--- config.mk ---
export PLATFORM = sky130hd
export DESIGN_NAME = rcb_alu
export DESIGN_NICKNAME = d
export VERILOG_FILES = /design/src/rtl/core/rcb_pkg.sv /design/src/rtl/core/rcb_alu.sv
export SDC_FILE = /design/constraint.sdc
export NUM_CORES = 1
export LEC_CHECK = 0
export ABC_AREA = 0
export CAP_MARGIN = 25
export CORE_MARGIN = 2
export CORE_UTILIZATION = 45
export CTS_CLUSTER_SIZE = 25
export DETAILED_ROUTE_END_ITERATION = 10
export DONT_BUFFER_PORTS = 1
export SETUP_SLACK_MARGIN = 0.1
export SYNTH_ARGS = -nofsm -noshare
export SYNTH_HDL_FRONTEND = slang
export SYNTH_SLANG_ARGS = --single-unit
export TNS_END_PERCENT = 100
--- constraint.sdc ---
create_clock -name clk -period 5.8 [get_ports clk]
set_clock_uncertainty 0.2 [all_clocks]
set_input_delay 0.29 -clock clk [delete_from_list [all_inputs] [get_ports clk]]
set_output_delay 0.29 -clock clk [all_outputs]
set_load 0.1 [all_outputs]
--- src/rtl/core/rcb_pkg.sv ---
// ----------------------------------------------------------------------------
// rcb_pkg
// Shared types, constants and saturating helpers for the ray caster.
// ----------------------------------------------------------------------------
package rcb_pkg;

    localparam int VALUE_BITS        = 32;
    localparam int BEAM_BITS         = 18;
    localparam int DIST_BITS         = 31;
    localparam int COUNT_BITS        = 7;
    localparam int INDEX_BITS        = 6;
    localparam int CFG_INDEX_BITS    = 1;
    localparam int MAX_OBSTACLES_DEF = 64;

    localparam logic [DIST_BITS-1:0] MAX_RANGE_RST = 31'd655360;

    // internal Q32.16 values saturate to +-(2^48 - 1)
    localparam int QB = 48;
    localparam int FB = 16;
    typedef logic signed [QB:0]   q_t;
    typedef logic signed [QB+1:0] qs_t;

    localparam q_t Q_MAX = {1'b0, {QB{1'b1}}};
    localparam q_t Q_MIN = -Q_MAX;

    localparam logic FUNC_LOAD    = 1'b0;
    localparam logic FUNC_CAST    = 1'b1;
    localparam logic SHAPE_CIRCLE = 1'b0;
    localparam logic SHAPE_BOX    = 1'b1;

    localparam logic [CFG_INDEX_BITS-1:0] CFG_MAX_RANGE      = 1'b0;
    localparam logic [CFG_INDEX_BITS-1:0] CFG_OBSTACLE_COUNT = 1'b1;

    typedef enum logic [1:0] {ALU_MUL, ALU_DIV, ALU_SQRT} alu_op_t;

    typedef enum logic [1:0] {AL_IDLE, AL_RUN, AL_DONE} alu_state_t;

    typedef enum logic [4:0] {
        SQ_IDLE, SQ_DIR0, SQ_DIR1, SQ_DIR2, SQ_DIR3, SQ_READ, SQ_ROW,
        SQ_C0, SQ_C1, SQ_C2, SQ_C3, SQ_C4, SQ_C5, SQ_C6, SQ_C7,
        SQ_B0, SQ_B1, SQ_B2, SQ_B3, SQ_B4, SQ_OUT
    } seq_state_t;

    typedef struct packed {
        logic    start;
        alu_op_t op;
        q_t      a;
        q_t      b;
    } alu_req_t;

    typedef struct packed {
        logic done;
        q_t   result;
    } alu_rsp_t;

    typedef struct packed {
        logic                         shape;
        logic signed [VALUE_BITS-1:0] p0;
        logic signed [VALUE_BITS-1:0] p1;
        logic signed [VALUE_BITS-1:0] p2;
        logic signed [VALUE_BITS-1:0] p3;
    } row_t;

    function automatic q_t q_sat(input qs_t v);
        if (v > qs_t'(Q_MAX))
            return Q_MAX;
        else if (v < qs_t'(Q_MIN))
            return Q_MIN;
        else
            return v[QB:0];
    endfunction

    function automatic q_t q_add(input q_t a, input q_t b);
        return q_sat(qs_t'(a) + qs_t'(b));
    endfunction

    function automatic q_t q_sub(input q_t a, input q_t b);
        return q_sat(qs_t'(a) - qs_t'(b));
    endfunction

endpackage

--- src/rtl/core/rcb_alu.sv ---
// ----------------------------------------------------------------------------
// rcb_alu
// Shared multi-cycle unit: saturating Q32.16 multiply (radix 16),
// Q32.16 divide (restoring, one bit a cycle) and integer square root.
// ----------------------------------------------------------------------------
module rcb_alu
(
    input  logic              clk,
    input  logic              rst_n,
    input  rcb_pkg::alu_req_t req,
    output rcb_pkg::alu_rsp_t rsp
);

    localparam int QB  = rcb_pkg::QB;
    localparam int FB  = rcb_pkg::FB;
    localparam int WW  = 2 * QB;
    localparam int DW  = QB + FB;
    localparam int RW  = QB + 1;
    localparam int MUL_STEPS  = QB / 4;
    localparam int DIV_STEPS  = DW;
    localparam int SQRT_STEPS = DW / 2;

    rcb_pkg::alu_state_t state_reg, state_next;
    rcb_pkg::alu_op_t    op_reg, op_next;
    logic                neg_reg, neg_next;
    logic [QB-1:0]       ma_reg, ma_next;
    logic [QB-1:0]       mb_reg, mb_next;
    logic [WW-1:0]       work_reg, work_next;
    logic [RW-1:0]       rem_reg, rem_next;
    logic [6:0]          cnt_reg, cnt_next;

    rcb_pkg::q_t a_mag, b_mag;
    logic [6:0]  last_cnt;
    logic [QB+3:0] mul_sum;
    logic [RW-1:0] div_shift;
    logic [RW-1:0] sq_shift;
    logic [RW-1:0] sq_trial;
    logic [QB-1:0] res_mag;
    rcb_pkg::q_t   res_pos;

    assign a_mag = (req.a < 0) ? -req.a : req.a;
    assign b_mag = (req.b < 0) ? -req.b : req.b;

    always_ff @(posedge clk or negedge rst_n)
    begin
        if (!rst_n)
        begin
            state_reg <= rcb_pkg::AL_IDLE;
        end
        else
        begin
            state_reg <= state_next;
        end
    end

    always_ff @(posedge clk)
    begin
        op_reg   <= op_next;
        neg_reg  <= neg_next;
        ma_reg   <= ma_next;
        mb_reg   <= mb_next;
        work_reg <= work_next;
        rem_reg  <= rem_next;
        cnt_reg  <= cnt_next;
    end

    always_comb
    begin
        unique case (op_reg)
            rcb_pkg::ALU_MUL:  last_cnt = 7'(MUL_STEPS - 1);
            rcb_pkg::ALU_DIV:  last_cnt = 7'(DIV_STEPS - 1);
            default:           last_cnt = 7'(SQRT_STEPS - 1);
        endcase
    end

    always_comb
    begin
        state_next = state_reg;
        op_next    = op_reg;
        neg_next   = neg_reg;
        ma_next    = ma_reg;
        mb_next    = mb_reg;
        work_next  = work_reg;
        rem_next   = rem_reg;
        cnt_next   = cnt_reg;
        mul_sum    = (QB+4)'(work_reg[WW-1:QB]) + (QB+4)'(ma_reg) * (QB+4)'(work_reg[3:0]);
        div_shift  = {rem_reg[RW-2:0], work_reg[DW-1]};
        sq_shift   = {rem_reg[RW-3:0], work_reg[DW-1:DW-2]};
        sq_trial   = RW'({work_reg[WW-1:DW], 2'b01});

        unique case (state_reg)
            rcb_pkg::AL_IDLE:
            begin
                if (req.start)
                begin
                    op_next  = req.op;
                    neg_next = (req.op != rcb_pkg::ALU_SQRT) && ((req.a < 0) != (req.b < 0));
                    ma_next  = a_mag[QB-1:0];
                    mb_next  = b_mag[QB-1:0];
                    rem_next = '0;
                    cnt_next = '0;
                    if (req.op == rcb_pkg::ALU_MUL)
                        work_next = {{QB{1'b0}}, b_mag[QB-1:0]};
                    else
                        work_next = {{(WW-DW){1'b0}}, a_mag[QB-1:0], {FB{1'b0}}};
                    state_next = rcb_pkg::AL_RUN;
                end
            end
            rcb_pkg::AL_RUN:
            begin
                unique case (op_reg)
                    rcb_pkg::ALU_MUL:
                    begin
                        work_next = {mul_sum, work_reg[QB-1:4]};
                    end
                    rcb_pkg::ALU_DIV:
                    begin
                        if (div_shift >= {1'b0, mb_reg})
                        begin
                            rem_next  = div_shift - {1'b0, mb_reg};
                            work_next = {work_reg[WW-1:DW], work_reg[DW-2:0], 1'b1};
                        end
                        else
                        begin
                            rem_next  = div_shift;
                            work_next = {work_reg[WW-1:DW], work_reg[DW-2:0], 1'b0};
                        end
                    end
                    default:
                    begin
                        // root lives in the top bits, radicand shifts out two bits a step
                        if (sq_shift >= sq_trial)
                        begin
                            rem_next  = sq_shift - sq_trial;
                            work_next = {work_reg[WW-2:DW], 1'b1, work_reg[DW-3:0], 2'b00};
                        end
                        else
                        begin
                            rem_next  = sq_shift;
                            work_next = {work_reg[WW-2:DW], 1'b0, work_reg[DW-3:0], 2'b00};
                        end
                    end
                endcase
                cnt_next = cnt_reg + 7'd1;
                if (cnt_reg == last_cnt)
                    state_next = rcb_pkg::AL_DONE;
            end
            default:
            begin
                state_next = rcb_pkg::AL_IDLE;
            end
        endcase
    end

    always_comb
    begin
        unique case (op_reg)
            rcb_pkg::ALU_MUL:
                res_mag = (|work_reg[WW-1:DW]) ? {QB{1'b1}} : work_reg[DW-1:FB];
            rcb_pkg::ALU_DIV:
                res_mag = (|work_reg[DW-1:QB]) ? {QB{1'b1}} : work_reg[QB-1:0];
            default:
                res_mag = QB'(work_reg[WW-1:DW]);
        endcase
        res_pos = {1'b0, res_mag};
    end

    assign rsp.done   = (state_reg == rcb_pkg::AL_DONE);
    assign rsp.result = neg_reg ? -res_pos : res_pos;

endmodule

; Yosys cells after proc, flatten, opt, wreduce, memory -nomap -nowiden
; Index checks and enable logic that the tools add are counted.
[op_classes]
mul = 1
addsub = 7
n_lt_le_gt_ge = 4
mux = 23
n_reduce_logical = 12
n_eq_ne = 10
[op_table]
columns = operator, n
row1 = 96-bit one-hot mux with 2 select lines, 2
row2 = 48-bit 2-to-1 mux, 7
row3 = 48-bit one-hot mux with 2 select lines, 3
row4 = "49-bit by 1-bit less-than comparator with 1-bit output, second input constant", 2
row5 = 96-bit 2-to-1 mux, 1
row6 = 48-bit negation, 2
row7 = 65-bit 2-to-1 mux, 1
row8 = 64-bit 2-to-1 mux, 1
row9 = 48-bit by 52-bit adder with 52-bit output, 1
row10 = 48-bit by 4-bit multiplier with 52-bit output, 1
row11 = 49-bit by 34-bit greater-or-equal comparator with 1-bit output, 1
row12 = 49-bit by 48-bit greater-or-equal comparator with 1-bit output, 1
row13 = 49-bit 2-to-1 mux, 1
row14 = 48-bit negation with 49-bit output, 1
row15 = 48-bit by 34-bit subtractor with 48-bit output, 1
row16 = 48-bit subtractor, 1
row17 = 32-bit OR reduction, 1
row18 = 16-bit OR reduction, 1
row19 = 7-bit one-hot mux with 2 select lines, 1
row20 = 6-bit one-hot mux with 2 select lines, 1
row21 = "2-bit != test, second input constant", 5
row22 = "7-bit by 1-bit adder with 7-bit output, second input constant", 1
row23 = 7-bit == test, 1
row24 = 7-bit 2-to-1 mux, 1
row25 = 11 further kinds, 18
[word_totals]
regBits = 252
out_inout_bits = 50

; Longest topological paths before layout
[logic_depth]
depth_word = 5
mapped_depth = 21
mapped_depth_nobuf = 19

; Least setup slack after synthesis
; Ideal clock, no wire load.
[synth_path]
kind = register to output
from = register work_reg[62]
to = output port rsp[36] (netlist bit)
arrival_ns = 5.760
path_stages_with_launch = 19
slack_ns = -0.450
cell_sequence = edfxtp_1 > inv_1 > ha_1 > nor3b_1 > nand4_1 > or2_2 > clkbuf_1 > o22ai_1 > a21oi_1 > inv_1 > ha_1 > inv_1 > a211oi_1 > or3b_2 > or2_1 > or3_4 > nand3b_1 > o21ai_0 > xnor2_1
[synth_rtl]
columns = item, line
row1 = "start, declared", rcb_alu.sv:28  ; logic [WW-1:0] work_reg, work_next;
row2 = "start signal, assigned", rcb_alu.sv:62  ; work_reg <= work_next;
row3 = "end, declared", rcb_alu.sv:11  ; output rcb_pkg::alu_rsp_t rsp

==> qor.txt <==
outcome: finished, violations left
failing checks: hold timing
CTS Sinks: 252
FF+latch count, synth: 252
TritonCTS clock tree: done
drt pass-1 iters: 7
Worst Hold Class: primary input to flip-flop
Main synth FF type: edfxtp_1
Req. time, crit path: 5310 ps
R2R Setup Slk: 200 ps
Area Overhead vs Synth: 23.3%
Avg Cell Area, Syn: 8.37 um^2
Worst setup SP type: flip-flop
drt first-iter violations: 3167
Critical Path AT: 5140 ps
CTS clock-pin slew for the worst setup and hold paths: 60 ps
Die Y: 256 um
r2r worst-path depth: 19
synth top area cells: edfxtp_1 (26%), fa_1 (9.8%), ha_1 (6.5%)
worst slack, placed: -29.6 ps
Initial Util: 45.3%
number of global-route vias before repair: 26500
I/O Buffers: 0
first-pass GRT wire length: 171 mm
WHS: -0.349 ps
drt drc: 0
Synth async-reset ratio: 0.794%
metal3 WL: 13.7 mm
endpoint class of the critical path: output port
Distinct cells, synth: 83
Slew Limit Fails: 0
wl on met1: 50.0 mm
Yosys top cell area share: 26.4%
cell taking the most area after synthesis: edfxtp_1
Worst-Margin Slew: 1040 ps
Mapped Nets: 3792
R2R Path End: work_reg[88]
maxcap violations: 0
RD Place Congestion: 0.992
critical path class: flip-flop to output port
routed len/inst: 26.0 um
initial antenna violation count: 6
hold_sp: req[26]
met2 WL: 48.1 mm
synth cell count leaders: inv_1 (336), nand2_1 (314), a21oi_1 (250), edfxtp_1 (250)
hold-critical path depth: 2
Gate Count Post-Synth: 3402
worst reg2reg path startpoint: work_reg[1]
hpwl dp: 90.8 mm
Via Count: 27900
Hold Crit Endpoint: mb_reg[28]
# nets final: 4013
Seq/Total Area, Yosys: 26.5%
Ys Warns: 0
CTS Buffer Depth: 3
Tcrit/Tclk final: 97.1%
maximum number of pins on one net before global-route repair: 72
die area: 0.0653 mm^2
row cnt: 92
Hold Violations, Final: 1
Routed Antenna Nets: 0
I/O pins: 153
cts bufs inserted: 34
Setup Viol. Count Final: 0
gr ovfl total: 0
RSZ-0062 raised after global routing: true
EDFF count, synth: 250
top layer in use: met5
via-per-instance ratio: 6.20
Die Wd: 256 um
cell area after synthesis: 0.0285 mm^2
CTS H-tree depth: 2
layout cell share with drive strength beyond 1: 13.5%
core area: 0.0629 mm^2
total wire length: 117 mm
Root Buffer: clkbuf_16
gr usage total: 34.6%
setup ws final: 168 ps
fmax: 0.178 GHz
crit path time final: 5630 ps
Largest register FFs: 96
CP max FO: 31
Slew headroom: 30.2%
fillers: 5704
cell with the most instances after synthesis: inv_1
Clock Latency Late Sink: 590 ps
## repair_timing
action,in CTS,in global routing
endpoints found under the hold margin,138,0
endpoints found under the setup margin,16,25
pin swaps,8,76
setup buffers,14,33
hold buffers,135,0
gates cloned,0,5
resized for setup,32,138
## metrics by stage
stage / setup TNS [ps] / util, % / std cells / cell area (um^2)
after global placement: -400 / 49.6 / 4242 / 31200
after CTS: 0 / 54.2 / 4455 / 34100
after detailed placement: -53.9 / 49.7 / 4245 / 31200
final: 0 / 55.9 / 4498 / 35100
after global routing: 0 / 55.9 / 4494 / 35100
after floorplan: -228 / - / 3402 / 28500
## routing by layer
| layer | vias up | global-route usage (%) |
|---|---|---|
| met2 | 1578 | 49.2 |
| li1 | 12500 | - |
| met3 | 239 | 9.69 |
| met4 | 8 | 13.8 |
| met1 | 13600 | 49.2 |
| met5 | - | 1.24 |
## worst max-delay path: stages (launching register included)
cell,delay [ps]
edfxtp_1,530
buf_12,270
mux2i_1,410
nor2_1,90
a21oi_1,550
nand2_1,210
o21bai_1,290
or3b_4,420
or2_4,260
or3_4,370
nand3b_1,280
a2111oi_2,330
buf_2,210
buf_6,110
nor2_4,30
buf_12,180
## area by class of cell
type / count / area [um^2] / share of cell area (%)
multi-input combinational: 2639 / 20100 / 57.4
sequential: 252 / 7560 / 21.5
timing repair buffer: 359 / 3840 / 10.9
inverter: 337 / 1270 / 3.62
tap: 846 / 1060 / 3.01
clock buffer: 40 / 903 / 2.57
clock inverter: 21 / 333 / 0.948
antenna: 4 / 10.0 / 0.0285
## placed cells by master (no fill, tap or decap), drive strengths merged, types with 134 or more instances in the layout
| cell | instances |
|---|---|
| nand2 | 314 |
| nor2 | 237 |
| and2 | 187 |
| xnor2 | 183 |
| edfxtp | 250 |
| buf | 222 |
| ha | 147 |
| fa | 140 |
| a21oi | 250 |
| dlygate4sd3 | 134 |
| inv | 340 |
| o21ai | 240 |
## how the worst max path moves through the flow
stage | start | to | slack (ps) | cells past startpoint
after floorplan | work_reg[63] | rsp[40] | -230 | 18
after global placement | work_reg[77] | rsp[48] | -400 | 17
after detailed placement | work_reg[1] | work_reg[95] | -30 | 18
after CTS | op_reg[0] | rsp[47] | 90 | 13
after global routing | work_reg[1] | work_reg[95] | 50 | 19
final | op_reg[0] | rsp[48] | 170 | 15
## cells by family (layout without fill, tap and decap cells)
logic type	count (synthesis)	after routing	share of synthesized area, %
AO/OA/AOI/OAI	943	943	21.1
buffers and inverters	511	757	6.77
multiplexers	61	61	2.14
adder cells (fa/ha/maj)	287	287	16.3
AND/OR/NAND/NOR	1081	1081	18.9
XOR/XNOR	267	267	8.21
other	0	4	0
flip-flops	252	252	26.5
Power is not shown: default switching activity piles up to over one toggle a cycle in this logic, so the estimate is an artifact.
